**src/design/slt_pkg.sv**
```systemverilog
package slt_pkg;

  // Default limits
  localparam int SLT_MAX_LINE_LEN  = 1024;
  localparam int SLT_MAX_TOKENS    = 64;
  localparam int SLT_MAX_TOKEN_LEN = 64;

  // Results one input byte can cause at most
  localparam int SLT_MAX_RESULTS = 4;
  localparam int SLT_CNT_W       = $clog2(SLT_MAX_RESULTS + 1);
  localparam int SLT_IDX_W       = $clog2(SLT_MAX_RESULTS);

  // Event codes
  localparam logic [1:0] EV_WORD_CHAR = 2'd0;
  localparam logic [1:0] EV_TOKEN     = 2'd1;
  localparam logic [1:0] EV_LINE      = 2'd2;

  // Token kinds
  localparam logic [2:0] KIND_WORD   = 3'd0;
  localparam logic [2:0] KIND_AND    = 3'd1;
  localparam logic [2:0] KIND_OR     = 3'd2;
  localparam logic [2:0] KIND_PIPE   = 3'd3;
  localparam logic [2:0] KIND_IN     = 3'd4;
  localparam logic [2:0] KIND_OUT    = 3'd5;
  localparam logic [2:0] KIND_APPEND = 3'd6;

  // Quoting
  localparam logic [1:0] Q_NONE   = 2'd0;
  localparam logic [1:0] Q_SINGLE = 2'd1;
  localparam logic [1:0] Q_DOUBLE = 2'd2;

  // Line status
  localparam logic [2:0] ST_OK       = 3'd0;
  localparam logic [2:0] ST_EMPTY    = 3'd1;
  localparam logic [2:0] ST_TOO_LONG = 3'd2;
  localparam logic [2:0] ST_TOO_MANY = 3'd3;
  localparam logic [2:0] ST_UNSUP    = 3'd4;
  localparam logic [2:0] ST_SYNTAX   = 3'd5;

  // Characters
  localparam logic [7:0] CH_NUL    = 8'h00;
  localparam logic [7:0] CH_TAB    = 8'h09;
  localparam logic [7:0] CH_CR     = 8'h0D;
  localparam logic [7:0] CH_SPACE  = 8'h20;
  localparam logic [7:0] CH_DQUOTE = 8'h22;
  localparam logic [7:0] CH_HASH   = 8'h23;
  localparam logic [7:0] CH_DOLLAR = 8'h24;
  localparam logic [7:0] CH_AMP    = 8'h26;
  localparam logic [7:0] CH_SQUOTE = 8'h27;
  localparam logic [7:0] CH_LPAREN = 8'h28;
  localparam logic [7:0] CH_RPAREN = 8'h29;
  localparam logic [7:0] CH_STAR   = 8'h2A;
  localparam logic [7:0] CH_SEMI   = 8'h3B;
  localparam logic [7:0] CH_LT     = 8'h3C;
  localparam logic [7:0] CH_GT     = 8'h3E;
  localparam logic [7:0] CH_QMARK  = 8'h3F;
  localparam logic [7:0] CH_LBRACK = 8'h5B;
  localparam logic [7:0] CH_RBRACK = 8'h5D;
  localparam logic [7:0] CH_LBRACE = 8'h7B;
  localparam logic [7:0] CH_PIPE   = 8'h7C;
  localparam logic [7:0] CH_RBRACE = 8'h7D;

  typedef struct packed {
    logic       has_char;
    logic [7:0] ch;
    logic       end_of_line;
  } slt_in_t;

  typedef struct packed {
    logic [1:0] event_res;
    logic [2:0] token_kind;
    logic [1:0] quote;
    logic [7:0] word_char;
    logic [6:0] token_index;
    logic [2:0] status;
    logic       last;
  } slt_out_t;

  // All results caused by one input byte, in order from slot 0
  typedef struct packed {
    slt_out_t [SLT_MAX_RESULTS-1:0] res;
    logic [SLT_CNT_W-1:0]           cnt;
  } slt_bundle_t;

endpackage

```
**src/design/slt_lexer.sv**
```systemverilog
module slt_lexer import slt_pkg::*; #(
  parameter int MAX_LINE_LEN  = SLT_MAX_LINE_LEN,
  parameter int MAX_TOKENS    = SLT_MAX_TOKENS,
  parameter int MAX_TOKEN_LEN = SLT_MAX_TOKEN_LEN
) (
  input  logic        clk,
  input  logic        rst_n,
  input  logic        in_fire,
  input  slt_in_t     in_data,
  output slt_bundle_t bundle
);

  localparam int LL_W = $clog2(MAX_LINE_LEN + 2);
  localparam int TC_W = $clog2(MAX_TOKENS + 1);
  localparam int WL_W = $clog2(MAX_TOKEN_LEN + 1);

  typedef enum logic [2:0] {
    M_BETWEEN, M_WORD, M_SQ, M_DQ, M_CLOSED, M_COMMENT, M_AMP
  } mode_t;

  typedef enum logic [1:0] {
    OP_NONE, OP_PIPE, OP_LT, OP_GT
  } pop_t;

  typedef struct packed {
    mode_t           mode;
    pop_t            pop;
    logic [7:0]      prev;
    logic [LL_W-1:0] llen;
    logic [TC_W-1:0] tc;
    logic [WL_W-1:0] wlen;
    logic [1:0]      cq;
    logic [2:0]      fe;
    logic            nul;
  } st_t;

  // Lexer state plus the results gathered so far for this byte
  typedef struct packed {
    st_t                            s;
    slt_out_t [SLT_MAX_RESULTS-1:0] r;
    logic [SLT_CNT_W-1:0]           n;
  } work_t;

  localparam st_t RESET_ST = '{
    mode: M_BETWEEN, pop: OP_NONE, prev: '0, llen: '0, tc: '0, wlen: '0,
    cq: Q_NONE, fe: ST_OK, nul: 1'b0
  };

  st_t   st_r;
  work_t w_nxt;

  function automatic logic is_space(logic [7:0] c);
    return (c == CH_SPACE) || (c >= CH_TAB && c <= CH_CR);
  endfunction

  function automatic logic is_op(logic [7:0] c);
    return (c == CH_PIPE) || (c == CH_AMP) || (c == CH_LT) || (c == CH_GT);
  endfunction

  function automatic logic is_bad_single(logic [7:0] c);
    return (c == CH_SEMI) || (c == CH_LPAREN) || (c == CH_RPAREN) ||
           (c == CH_LBRACE) || (c == CH_RBRACE);
  endfunction

  function automatic work_t emit(work_t w, logic [1:0] ev, logic [2:0] kind,
                                 logic [1:0] q, logic [7:0] c, logic [6:0] idx,
                                 logic [2:0] stat);
    slt_out_t o;
    o = '{event_res: ev, token_kind: kind, quote: q, word_char: c,
          token_index: idx, status: stat, last: 1'b0};
    if (w.n < SLT_CNT_W'(SLT_MAX_RESULTS)) begin
      w.r[w.n[SLT_IDX_W-1:0]] = o;
      w.n = w.n + 1'b1;
    end
    return w;
  endfunction

  // Keep only the first error of the line
  function automatic work_t fail(work_t w, logic [2:0] stat);
    if (w.s.fe == ST_OK) w.s.fe = stat;
    return w;
  endfunction

  function automatic work_t push(work_t w, logic [2:0] kind, logic [1:0] q);
    if (w.s.tc >= TC_W'(MAX_TOKENS)) return fail(w, ST_TOO_MANY);
    w = emit(w, EV_TOKEN, kind, q, 8'd0, 7'(w.s.tc), ST_OK);
    w.s.tc = w.s.tc + 1'b1;
    return w;
  endfunction

  function automatic work_t add_char(work_t w, logic [7:0] c);
    if (w.s.wlen == WL_W'(MAX_TOKEN_LEN)) return fail(w, ST_TOO_LONG);
    w = emit(w, EV_WORD_CHAR, KIND_WORD, w.s.cq, c, 7'(w.s.tc), ST_OK);
    w.s.wlen = w.s.wlen + 1'b1;
    return w;
  endfunction

  function automatic work_t unquoted_char(work_t w, logic [7:0] c);
    logic glob;
    glob = (c == CH_STAR) || (c == CH_QMARK) || (c == CH_LBRACK) || (c == CH_RBRACK);
    if (c == CH_SQUOTE || c == CH_DQUOTE) return fail(w, ST_SYNTAX);
    if (is_bad_single(c)) return fail(w, ST_UNSUP);
    // ? straight after $ is the only glob character let through
    if (glob && !(c == CH_QMARK && w.s.prev == CH_DOLLAR)) return fail(w, ST_UNSUP);
    return add_char(w, c);
  endfunction

  // Start of a new token
  function automatic work_t dispatch(work_t w, logic [7:0] c);
    if (is_space(c)) return w;
    if (c == CH_HASH) begin
      w.s.mode = M_COMMENT;
      return w;
    end
    if (c == CH_AMP) begin
      w.s.mode = M_AMP;
      return w;
    end
    if (c == CH_PIPE) begin
      w.s.pop = OP_PIPE;
      return w;
    end
    if (c == CH_LT) begin
      w.s.pop = OP_LT;
      return w;
    end
    if (c == CH_GT) begin
      w.s.pop = OP_GT;
      return w;
    end
    if (is_bad_single(c)) return fail(w, ST_UNSUP);
    w.s.wlen = '0;
    if (c == CH_SQUOTE) begin
      w.s.mode = M_SQ;
      w.s.cq   = Q_SINGLE;
      return w;
    end
    if (c == CH_DQUOTE) begin
      w.s.mode = M_DQ;
      w.s.cq   = Q_DOUBLE;
      return w;
    end
    w.s.mode = M_WORD;
    w.s.cq   = Q_NONE;
    return unquoted_char(w, c);
  endfunction

  function automatic work_t lex(work_t w, logic [7:0] c);
    logic [7:0] closer;
    closer = (w.s.mode == M_SQ) ? CH_SQUOTE : CH_DQUOTE;
    unique case (w.s.mode) inside
      M_BETWEEN: begin
        // Resolve an operator waiting for its lookahead byte
        unique case (w.s.pop)
          OP_PIPE: begin
            w.s.pop = OP_NONE;
            if (c == CH_PIPE) return push(w, KIND_OR, Q_NONE);
            w = push(w, KIND_PIPE, Q_NONE);
          end
          OP_LT: begin
            w.s.pop = OP_NONE;
            if (c == CH_LT) return fail(w, ST_UNSUP);
            w = push(w, KIND_IN, Q_NONE);
          end
          OP_GT: begin
            w.s.pop = OP_NONE;
            if (c == CH_GT) return push(w, KIND_APPEND, Q_NONE);
            w = push(w, KIND_OUT, Q_NONE);
          end
          default: ;
        endcase
        if (w.s.fe == ST_OK) w = dispatch(w, c);
      end
      M_WORD: begin
        if (is_space(c) || is_op(c)) begin
          w = push(w, KIND_WORD, Q_NONE);
          w.s.mode = M_BETWEEN;
          if (w.s.fe == ST_OK) w = dispatch(w, c);
        end else begin
          w = unquoted_char(w, c);
        end
      end
      M_SQ, M_DQ: begin
        if (c == closer) w.s.mode = M_CLOSED;
        else w = add_char(w, c);
      end
      M_CLOSED: begin
        if (!(is_space(c) || c == CH_HASH || is_op(c))) return fail(w, ST_SYNTAX);
        w = push(w, KIND_WORD, w.s.cq);
        w.s.mode = M_BETWEEN;
        w.s.cq   = Q_NONE;
        if (w.s.fe == ST_OK) w = dispatch(w, c);
      end
      M_AMP: begin
        w.s.mode = M_BETWEEN;
        if (c == CH_AMP) w = push(w, KIND_AND, Q_NONE);
        else w = fail(w, ST_UNSUP);
      end
      default: ;
    endcase
    return w;
  endfunction

  // Close whatever is open at end of line
  function automatic work_t flush(work_t w);
    if (w.s.fe != ST_OK) return w;
    unique case (w.s.mode) inside
      M_BETWEEN: begin
        unique case (w.s.pop)
          OP_PIPE: w = push(w, KIND_PIPE, Q_NONE);
          OP_LT:   w = push(w, KIND_IN, Q_NONE);
          OP_GT:   w = push(w, KIND_OUT, Q_NONE);
          default: ;
        endcase
      end
      M_WORD:     w = push(w, KIND_WORD, Q_NONE);
      M_SQ, M_DQ: w = fail(w, ST_SYNTAX);
      M_CLOSED:   w = push(w, KIND_WORD, w.s.cq);
      M_AMP:      w = fail(w, ST_UNSUP);
      default: ;
    endcase
    return w;
  endfunction

  // One byte through the lexer
  always_comb begin
    logic [2:0] stat;
    w_nxt   = '0;
    w_nxt.s = st_r;
    stat    = ST_OK;
    if (in_data.has_char && !w_nxt.s.nul) begin
      if (in_data.ch == CH_NUL) begin
        w_nxt.s.nul = 1'b1;
      end else begin
        // Saturating line length; overflow overrides any earlier error
        if (w_nxt.s.llen <= LL_W'(MAX_LINE_LEN)) w_nxt.s.llen = w_nxt.s.llen + 1'b1;
        if (w_nxt.s.llen > LL_W'(MAX_LINE_LEN)) w_nxt.s.fe = ST_TOO_LONG;
        if (w_nxt.s.fe == ST_OK && w_nxt.s.mode != M_COMMENT) w_nxt = lex(w_nxt, in_data.ch);
        w_nxt.s.prev = in_data.ch;
      end
    end
    if (in_data.end_of_line) begin
      w_nxt = flush(w_nxt);
      stat  = w_nxt.s.fe;
      if (stat == ST_OK && w_nxt.s.tc == '0) stat = ST_EMPTY;
      w_nxt = emit(w_nxt, EV_LINE, KIND_WORD, Q_NONE, 8'd0,
                   (stat == ST_OK) ? 7'(w_nxt.s.tc) : 7'd0, stat);
      w_nxt.s = RESET_ST;
    end
    if (w_nxt.n != '0) w_nxt.r[SLT_IDX_W'(w_nxt.n - 1'b1)].last = 1'b1;
  end

  assign bundle = '{res: w_nxt.r, cnt: w_nxt.n};

  // Lexer state
  always_ff @(posedge clk) begin
    if (!rst_n) begin
      st_r <= RESET_ST;
    end else if (in_fire) begin
      st_r <= w_nxt.s;
    end
  end

endmodule

```
**src/design/shell_line_tokenizer.sv**
```systemverilog
// Path: the first result of an input byte reaches out_ via the per-byte result buffer
// and then the output register; out_ready back-pressure can hold it in the buffer.
// Throughput: one byte per cycle while each byte yields at most one result and out_ready
// does not stall the output; a byte that yields several results (up to four) holds the
// input side until the single-result output port moves its last result out of the buffer.
// Reset: rst_n is synchronous, active low; it clears the lexer state and empties
// the result buffer and the output register.
module shell_line_tokenizer import slt_pkg::*; #(
  parameter int MAX_LINE_LEN  = SLT_MAX_LINE_LEN,
  parameter int MAX_TOKENS    = SLT_MAX_TOKENS,
  parameter int MAX_TOKEN_LEN = SLT_MAX_TOKEN_LEN
) (
  input  logic     clk,
  input  logic     rst_n,
  input  logic     in_valid,
  output logic     in_ready,
  input  slt_in_t  in_data,
  output logic     out_valid,
  input  logic     out_ready,
  output slt_out_t out_data
);

  slt_bundle_t                    bundle;
  slt_out_t [SLT_MAX_RESULTS-1:0] pend_r;
  logic [SLT_CNT_W-1:0]           pend_cnt_r;
  logic [SLT_IDX_W-1:0]           pend_idx_r;
  slt_out_t                       out_r;
  logic                           out_valid_r;
  logic                           in_fire;
  logic                           out_move;

  slt_lexer #(
    .MAX_LINE_LEN  (MAX_LINE_LEN),
    .MAX_TOKENS    (MAX_TOKENS),
    .MAX_TOKEN_LEN (MAX_TOKEN_LEN)
  ) u_lexer (
    .clk     (clk),
    .rst_n   (rst_n),
    .in_fire (in_fire),
    .in_data (in_data),
    .bundle  (bundle)
  );

  // Buffer to output register move, and input transfer when the buffer frees up
  assign out_move = (pend_cnt_r != '0) && (!out_valid_r || out_ready);
  assign in_ready = (pend_cnt_r == '0) || (pend_cnt_r == SLT_CNT_W'(1) && out_move);
  assign in_fire  = in_valid && in_ready;

  // Per-byte result buffer
  always_ff @(posedge clk) begin
    if (!rst_n) begin
      pend_cnt_r <= '0;
      pend_idx_r <= '0;
    end else if (in_fire) begin
      pend_cnt_r <= bundle.cnt;
      pend_idx_r <= '0;
    end else if (out_move) begin
      pend_cnt_r <= pend_cnt_r - 1'b1;
      pend_idx_r <= pend_idx_r + 1'b1;
    end
  end

  always_ff @(posedge clk) begin
    if (in_fire) begin
      pend_r <= bundle.res;
    end
  end

  // Output register
  always_ff @(posedge clk) begin
    if (!rst_n) begin
      out_valid_r <= 1'b0;
    end else if (out_move) begin
      out_valid_r <= 1'b1;
    end else if (out_ready) begin
      out_valid_r <= 1'b0;
    end
  end

  always_ff @(posedge clk) begin
    if (out_move) begin
      out_r <= pend_r[pend_idx_r];
    end
  end

  assign out_valid = out_valid_r;
  assign out_data  = out_r;

  // Buffer never holds more than one byte's results
  assert property (@(posedge clk) disable iff (!rst_n)
    pend_cnt_r <= SLT_CNT_W'(SLT_MAX_RESULTS))
    else $error("result buffer count out of range");

  // A new byte only lands once the previous results are gone or leaving
  assert property (@(posedge clk) disable iff (!rst_n)
    in_fire |-> (pend_cnt_r == '0) || (pend_cnt_r == SLT_CNT_W'(1) && out_move))
    else $error("results overwritten before transfer");

  // Fresh results are read from slot zero
  assert property (@(posedge clk) disable iff (!rst_n)
    in_fire && bundle.cnt != '0 |=> pend_idx_r == '0 && pend_cnt_r != '0)
    else $error("result buffer not loaded");

  // Line status is always the final result of its byte
  assert property (@(posedge clk) disable iff (!rst_n)
    out_valid_r && out_r.event_res == EV_LINE |-> out_r.last)
    else $error("line status not marked last");

  // The last result of a byte leaves the buffer empty
  assert property (@(posedge clk) disable iff (!rst_n)
    out_move && pend_r[pend_idx_r].last && !in_fire |=> pend_cnt_r == '0)
    else $error("results left behind after last");

endmodule

```
**config.mk**
```make
export PLATFORM = sky130hd
export DESIGN_NAME = shell_line_tokenizer
export DESIGN_NICKNAME = d
export VERILOG_FILES = /design/src/design/slt_pkg.sv /design/src/design/slt_lexer.sv /design/src/design/shell_line_tokenizer.sv
export SDC_FILE = /design/constraint.sdc
export NUM_CORES = 1
export LEC_CHECK = 0
export BUFFER_PORTS_ARGS = -buffer_cell sky130_fd_sc_hd__clkbuf_2
export CORE_MARGIN = 2
export CORE_UTILIZATION = 30
export DETAILED_ROUTE_END_ITERATION = 6
export GPL_ROUTABILITY_DRIVEN = 0
export HOLD_SLACK_MARGIN = 0.15
export PLACE_DENSITY = 0.49
export SYNTH_ARGS = -nofsm -noshare
export SYNTH_HDL_FRONTEND = slang
export SYNTH_HIERARCHICAL = 1
export SYNTH_SLANG_ARGS = --single-unit
```
**constraint.sdc**
```tcl
create_clock -name clk -period 20.3 [get_ports clk]
set_clock_uncertainty 0.2 [all_clocks]
set_input_delay 4.06 -clock clk [delete_from_list [all_inputs] [get_ports clk]]
set_output_delay 4.06 -clock clk [all_outputs]
set_load 0.03 [all_outputs]
```
=== Yosys cells after proc, flatten, opt, wreduce, memory -nomap -nowiden ===
Cells that the tools add are included.

* Bits in registers: 180
* Input port bits: 14
* Output and inout port bits: 28

* $add $sub $neg: 12
* Order comparisons: 24
* Equality and inequality tests: 41
* Mux-type cells: 938
* Bitwise logic cells: 1
* Reductions and logical operators: 64

{| class="wikitable"
|+ Operator list
! cell !! number
|-
| $mux W151 || 219
|-
| $mux W148 || 14
|-
| $mux W127 || 9
|-
| $mux W107 || 10
|-
| $bwmux W104 || 10
|-
| $pmux W151 S3 || 2
|-
| $pmux W151 S5 || 1
|-
| $pmux W127 S5 || 1
|-
| $mux W1 || 563
|-
| $pmux W127 S3 || 1
|-
| $demux W26 S2 || 6
|-
| $pmux W151 S2 || 1
|-
| $mux W26 || 6
|-
| $mux W3 || 44
|-
| $eq A8 B6 Y1 const B || 16
|-
| $mux W104 || 1
|-
| $mux W2 || 42
|-
| $bmux W26 S2 || 1
|-
| $mux W43 || 1
|-
| $eq A8 B7 Y1 const B || 5
|-
| $mux W11 || 3
|-
| $logic_not A3 Y1 || 10
|-
| $add A7 B1 Y7 const B || 3
|-
| $logic_and A1 B1 Y1 || 21
|-
| other kinds (32) || 90
|}

=== Logic depth before layout (Yosys ltp) ===
Gate-level depths: netlist of the first run.

* Word-level depth: 211
* Mapped depth: 25
* Depth with buffers taken out: 21

=== Modules after synthesis ===
The synthesis of the first run kept the hierarchy.

{| class="wikitable"
|+ By module, submodules not included
! module !! times used !! cells each !! area an instance (um^2)
|-
| slt_lexer || 1 || 1082 || 7253.2
|-
| shell_line_tokenizer || 1 || 202 || 4933.5
|}

=== Worst setup path before layout of the first run ===
No wires, ideal clock.

* Path type: input to register
* From: input in_data[3] (netlist name)
* To: register pend_r[5] (netlist name) (data pin)
* Setup time: 0.251 ns
* Data arrival time: 8.890 ns
* Setup slack: 10.959 ns
* Cell stages on the path: 21
* Path buffers: 5
* Cells stage by stage: clkbuf_1 -> nor4_1 -> a311o_1 -> or3_1 -> a21o_1 -> buf_6 -> or4_1 -> o32a_1 -> buf_6 -> a2111o_1 -> buf_2 -> nor3_2 -> xnor2_1 -> inv_1 -> ha_1 -> inv_1 -> o21ai_0 -> or4_4 -> nor2_1 -> a211oi_1 -> buf_4

{| class="wikitable"
|+ RTL lines
! what !! line !! RTL
|-
| start, declared || shell_line_tokenizer.sv:17 || <nowiki>input slt_in_t in_data,</nowiki>
|-
| end signal, assigned || shell_line_tokenizer.sv:65 || <nowiki>pend_r <= bundle.res;</nowiki>
|-
| end, declared || shell_line_tokenizer.sv:24 || <nowiki>slt_out_t [SLT_MAX_RESULTS-1:0] pend_r;</nowiki>
|}

==> results.sh, run 1 <==
export IMPL_result_of_the_run="complete, no violations"
export IMPL_period_needed_ns=9.92
export IMPL_detailroute_via_count=9771
export IMPL_synth_edff_count=130
export IMPL_place_detailed_instances=1697
export IMPL_slowest_stage="nor4bb_1"
export IMPL_portBuffers=41
export IMPL_power_per_standard_cell_area_nw_per_um2=111
export IMPL_yosysUniqueCellTypes=102
export IMPL_dieArea_sq_um=42300
export IMPL_postSynthAreaPerCell_sq_um=9.49
export IMPL_detailedPlacementHpwl_mm=26.0
export IMPL_floorplan_initialDensity=0.305
export IMPL_critical_path_n_buffers_inverters=4
export IMPL_numCtsBuffers=17
export IMPL_worstHoldPathType="reg2reg"
export IMPL_first_drt_pass_iteration_count=5
export IMPL_clk_transition_reported_paths_ns=0.07
export IMPL_worst_setup_path_start_kind="input port"
export IMPL_leakagePower_nw=4.34
export IMPL_design_portCount=42
export IMPL_vdd_ir_drop_max_uv=54.2
export IMPL_synth_compound_area_share=0.202
export IMPL_clock_sink_count=180
export IMPL_yosysTopAreaCellShare=0.320
export IMPL_fp_row_count=73
export IMPL_crit_path_frequent_cell="nand3_1"
export IMPL_required_ns=20.36
export IMPL_worstHoldPathCells=2
export IMPL_cpPeakStageDelay_ns=0.77
export IMPL_grt_start_max_net_pins=60
export IMPL_netlist_top_cell_by_area="edfxtp_1"
export IMPL_post_route_drc_count=0
export IMPL_wl_per_cell_um=20.9
export IMPL_overflow=0
export IMPL_period_share=0.488
export IMPL_design_core_area_sq_um=39900
export IMPL_worst_r2r_startpoint="u_lexer/st_r[21]"
export IMPL_reg2reg_setup_slack_ns=13.19
export IMPL_share_comb_of_total_power=0.366
export IMPL_hold_start="u_lexer/st_r[34]"
export IMPL_synth_most_common_cell="edfxtp_1"
export IMPL_tightestPinTransition_ns=1.09
export IMPL_timing_final_setup_violations=0
export IMPL_synth_top_family_by_area="compound AO/OA/AOI/OAI gates"
export IMPL_grt_setup_unrepaired="no"
export IMPL_nFillCells=4076
export IMPL_cts_htree_levels=4
export IMPL_routed_wirelength_mm=36.2
export IMPL_cts_tree="built"
export IMPL_ys_warn_count=6
export IMPL_switching_share=0.384
export IMPL_antenna_found_initial=1
export IMPL_switching_power_summed_over_all_nets_mw=0.539
export IMPL_critical_path_reg2reg_endpoint="pend_r[7]"
export IMPL_final_layout_size_suffix_gt1_frac=0.130
export IMPL_synth_top_cells_by_area="edfxtp_1 (32%), dfxtp_1 (8.2%), buf_4 (6.7%)"
export IMPL_crit_path_cell_trace="clkbuf_2, nor4bb_1, nand3_1, a221oi_1, buf_4, o311a_1, nand3_1, or2_2, a31oi_2, a2111o_1, nor3_2, o21ai_0, inv_1, ha_1, o311ai_4, inv_2, a21oi_1, nand3_1, o221ai_1"
export IMPL_clk_latency_ns=0.45
export IMPL_grt_first_pass_wirelength_mm=56.5
export IMPL_chipWidth_um=206
export IMPL_pwr_share_seq=0.401
export IMPL_final_hold_worst_slack_ns=0.264
export IMPL_yosys_mux_area_fraction=0.0539
export IMPL_crit_start="in_data[3]"
export IMPL_clock_fmax_mhz=101
export IMPL_min_delay_worst_endpoint="u_lexer/st_r[34]"
export IMPL_crit_family="compound AO/OA/AOI/OAI gates"
export IMPL_synth_cells_most_frequent="edfxtp_1 (130), buf_4 (109), nor2_1 (105), nand2_1 (101), o21ai_0 (80)"
export IMPL_avgViaCountPerCell=5.65
export IMPL_grt_use_total=0.175
export IMPL_areaGrowthSynthToFinish_pct=3.75
export IMPL_mappedNetlistArea_sq_um=12200
export IMPL_totalNegativeSetupSlack_ns=0
export IMPL_cts_post_setup_buffers_inserted=0
export IMPL_die_height_um=206
export IMPL_fin_cells=1729
export IMPL_cp_data_arrival_time_ns=9.97
export IMPL_timing_max_cap_violations=0
export IMPL_yosys_most_used_dff="edfxtp_1"
export IMPL_synth_async_reset_ratio=0
export IMPL_cts_hold_buf=0
export IMPL_internal_power_mw=0.864
export IMPL_r2r_worst_path_cells=19
export IMPL_antennaDiodeCount=0
export IMPL_yosys_area_share_adder=0.0236
export IMPL_drt_antenna_violating_nets=0
export IMPL_yosysSeqAreaShare=0.402
export IMPL_part_of_the_total_power_dissipated_in_the_clock_network=0.233
export IMPL_drt_iter0_markers=891
export IMPL_cts_buffer_depth=2
export IMPL_yosys_area_share_simple=0.194
export IMPL_post_cts_resized_instances=0
export IMPL_worstPathMaxFanout=22
export IMPL_worstSetupPathType="in2reg"
export IMPL_max_slew_margin_rel=0.272
export IMPL_netlist_instances=1284
export IMPL_cp_end_kind="flop"
export IMPL_timing_final_hold_violations=0
export IMPL_final_core_utilization=0.317
export IMPL_synthXorXnorAreaFrac=0.0137
export IMPL_vias_in_the_first_global_route=9375
export IMPL_count_of_state_elements_after_synthesis=180
export IMPL_root_buffer="clkbuf_16"
export IMPL_timing_final_max_slew_violations=0
export IMPL_nets=1228
==> final cells by class <==
class / count / area [sq um] / area share
multi-input combinational: 890 / 6010 / 0.475
sequential: 180 / 4910 / 0.388
clock buffer: 17 / 425 / 0.0336
clock inverter: 15 / 149 / 0.0118
tap: 525 / 657 / 0.0520
inverter: 45 / 171 / 0.0136
timing repair buffer: 57 / 325 / 0.0257
==> per-stage QoR <==
step	area (sq um)	power, mW	setup slack (ns)
global route	12600	1.48	9.90
global placement	12100	1.08	10.16
finish	12600	1.40	10.39
floorplan	12200	0.978	10.96
detailed placement	12100	1.09	10.06
CTS	12600	1.42	10.55
==> cell families after synthesis <==
group | Yosys count
adders and majority gates | 23
buffers and inverters | 229
muxes | 33
AOI/OAI and AO/OA | 346
DFF | 180
and+or+nand+nor | 453
other | 1
xor gates and xnor gates | 19
==> sequential cells by signal, summed over array words and instances, names as in the netlist <==
signal / flops
out_data: 26
out_valid: 1
pend_cnt_r: 3
pend_idx_r: 2
pend_r: 104
u_lexer/st_r: 44
==> cells in the final DEF (no fill, tap or decap), drive strengths merged, types with 23 or more instances in the layout <==
cell type	count
inv	49
edfxtp	130
nand3	41
clkbuf	58
a21oi	52
o22ai	24
nand2	103
ha	23
dfxtp	50
o21ai	88
nor2	106
nor3	38
and2	29
mux4	26
==> tightest hold or removal path, cell delays in order, from the launching register on <==
cell and delay, ns:
dfxtp_1 0.33, nand2_1 0.05, o21ai_0 0.06
==> per-layer routing <==
layer | track usage | share of wire | vias to the layer above | wire length (um)
li1 | - | - | 4538 | -
met1 | 0.242 | 0.46 | 4809 | 16800
met2 | 0.268 | 0.45 | 356 | 16200
met3 | 0.0333 | 0.060 | 68 | 2170
met4 | 0.0673 | 0.027 | 0 | 991
met5 | 0.00357 | 0 | - | 0
==> power groups by stage <==
| stage | clock network, mW | logic, mW | registers, mW |
|---|---|---|---|
| 2_1_floorplan | 0 | 0.357 | 0.621 |
| 3_3_place_gp | 0 | 0.512 | 0.572 |
| 3_5_place_dp | 0 | 0.514 | 0.573 |
| 4_1_cts | 0.338 | 0.516 | 0.565 |
| 5_1_grt | 0.352 | 0.558 | 0.573 |
| 6_report | 0.327 | 0.513 | 0.563 |
==> worst max path at each step <==
stage | to | slack (ns) | cells past startpoint
2_1_floorplan | pend_r[5] | 10.96 | 21
3_3_place_gp | pend_r[7] | 10.16 | 17
3_5_place_dp | pend_r[7] | 10.06 | 19
4_1_cts | pend_r[7] | 10.55 | 19
5_1_grt | pend_r[7] | 9.90 | 19
6_report | pend_r[7] | 10.39 | 19
Note: power is estimated with default switching activity, not from simulation.
==> run 2, diff against run 1 <==
PLACE_DENSITY = 0.51   (was 0.49)
clock period = 8.93 ns   (was 20.3 ns; I/O delays follow)
==> run 2 against run 1 <==
Effect of this change: first-iteration DRC count grew 5.6%; combinational power grew 120%; non-clock buffer count grew 9; clock power grew 150%; sequential power grew 130%; critical endpoint is now pend_r[8]; critical path depth shrank 1; core utilization grew 0.30 points; hold slack lost 0.0079 ns; via count grew 0.63%.
==> results.sh, run 2 (synthesized netlist as in run 1, its figures left out) <==
export IMPL_floorplan_initialDensity=0.305
export IMPL_cp_data_arrival_time_ns=7.54
export IMPL_root_buffer="clkbuf_16"
export IMPL_drt_iter0_markers=941
export IMPL_largest_register="pend_r"
export IMPL_place_detailed_instances=1706
export IMPL_grt_setup_unrepaired="no"
export IMPL_clock_sink_count=180
export IMPL_chipWidth_um=206
export IMPL_post_cts_resized_instances=0
export IMPL_crit_path_cell_trace="clkbuf_2, or4b_1, nor4_1, o21ba_2, nand2_1, o211ai_1, or4_1, o32a_1, a2111o_1, nor3_2, xnor2_1, inv_1, ha_1, inv_1, o21ai_0, or4_4, o22a_1, o21ai_1"
export IMPL_design_portCount=42
export IMPL_avgViaCountPerCell=5.66
export IMPL_clk_latency_ns=0.46
export IMPL_design_core_area_sq_um=39900
export IMPL_nFillCells=4056
export IMPL_mostFrequentLayoutCell="edfxtp_1"
export IMPL_crit_path_frequent_cell="inv_1"
export IMPL_grt_use_total=0.171
export IMPL_vdd_ir_drop_max_uv=138
export IMPL_areaGrowthSynthToFinish_pct=4.73
export IMPL_vias_in_the_first_global_route=9168
export IMPL_tightestPinTransition_ns=1.16
export IMPL_critical_path_n_buffers_inverters=3
export IMPL_first_drt_pass_iteration_count=6
export IMPL_crit_start="in_data[3]"
export IMPL_timing_final_hold_violations=0
export IMPL_detailedPlacementHpwl_mm=25.8
export IMPL_hold_start="u_lexer/st_r[34]"
export IMPL_crit_family="simple AND/OR/NAND/NOR gates"
export IMPL_grt_start_max_net_pins=61
export IMPL_result_of_the_run="complete, no violations"
export IMPL_leakagePower_nw=4.41
export IMPL_wl_per_cell_um=20.5
export IMPL_preCtsSetupSlack_ns=1.19
export IMPL_largest_register_ffs=104
export IMPL_post_route_drc_count=0
export IMPL_clk_transition_reported_paths_ns=0.06
export IMPL_timing_final_setup_violations=0
export IMPL_timing_final_max_slew_violations=0
export IMPL_worstHoldPathType="reg2reg"
export IMPL_grt_first_pass_wirelength_mm=55.3
export IMPL_dieArea_sq_um=42300
export IMPL_drt_antenna_violating_nets=0
export IMPL_final_hold_worst_slack_ns=0.256
export IMPL_antenna_found_initial=0
export IMPL_max_slew_margin_rel=0.227
export IMPL_detailroute_via_count=9833
export IMPL_die_height_um=206
export IMPL_post_layout_total_power_mw=3.26
export IMPL_worst_setup_path_start_kind="input port"
export IMPL_cts_hold_buf=0
export IMPL_cts_tree="built"
export IMPL_power_per_standard_cell_area_nw_per_um2=255
export IMPL_clock_fmax_mhz=134
export IMPL_period_needed_ns=7.45
export IMPL_numCtsBuffers=17
export IMPL_required_ns=9.02
export IMPL_fin_ws_ns=1.48
export IMPL_cts_post_setup_buffers_inserted=0
export IMPL_routed_wirelength_mm=35.5
export IMPL_fp_row_count=73
export IMPL_antennaDiodeCount=0
export IMPL_period_share=0.834
export IMPL_fin_cells=1738
export IMPL_totalNegativeSetupSlack_ns=0
export IMPL_cts_buffer_depth=2
export IMPL_worstSetupPathType="in2reg"
export IMPL_cp_end_kind="flop"
export IMPL_portBuffers=41
export IMPL_worstPathMaxFanout=22
export IMPL_final_cell_mix="edfxtp_1 (130), nor2_1 (105), nand2_1 (101), o21ai_0 (80), a21oi_1 (51)"
export IMPL_worst_r2r_startpoint="u_lexer/st_r[21]"
export IMPL_overflow=0
export IMPL_cpPeakStageDelay_ns=0.67
export IMPL_nets=1237
export IMPL_slowest_stage="a2111o_1"
export IMPL_cts_htree_levels=4
export IMPL_final_layout_size_suffix_gt1_frac=0.136
export IMPL_timing_max_cap_violations=0
-- run 2: cell types whose count changed in the layout (fill, tap and decap cells not counted), sizes merged --
cell / previous run / this run
buf: 16 / 25
bufinv: 1 / 4
clkbuf: 58 / 61
clkinv: 6 / 4
clkinvlp: 4 / 2
inv: 49 / 47
-- run 2: layer usage --
| metal | GRT usage | wire [um] |
|---|---|---|
| met3 | 0.0424 | 2840 |
| met2 | 0.253 | 15400 |
| met4 | 0.0601 | 979 |
| met5 | 0 | 0 |
| met1 | 0.242 | 16300 |
-- run 2: path summary, 6_finish.rpt --
kind	endpoint	slack, ns	cells after the start
setup reg to reg	pend_r[8]	1.94	18
hold / removal	u_lexer/st_r[34]	0.26	2
setup / recovery	pend_r[8]	1.48	18
hold reg to reg	u_lexer/st_r[34]	0.26	2
-- run 2: stage by stage --
stage	instance area, sq um	utilization
final	12800	0.320
after global routing	12800	0.320
after global placement	12100	0.304
after detailed placement	12100	0.304
after CTS	12800	0.320
after floorplan	12200	-
-- run 2: cell type report --
cell class	count	area, sq um	share of cell area
Timing Repair Buffer	66	393	0.0308
Multi-Input combinational cell	890	6010	0.471
Sequential cell	180	4910	0.384
Inverter	45	171	0.0134
Clock inverter	12	178	0.0139
Tap cell	525	657	0.0515
Clock buffer	20	447	0.0350
-- run 2: worst min-delay path: stages, from the launching register on --
cell     delay (ns)
dfxtp_1        0.33
nand2_1        0.04
o21ai_0        0.05
-- run 2: power breakdown --
part	switching [mW]	internal, mW
registers	0.103	1.21
logic	0.762	0.366
clock network	0.337	0.478
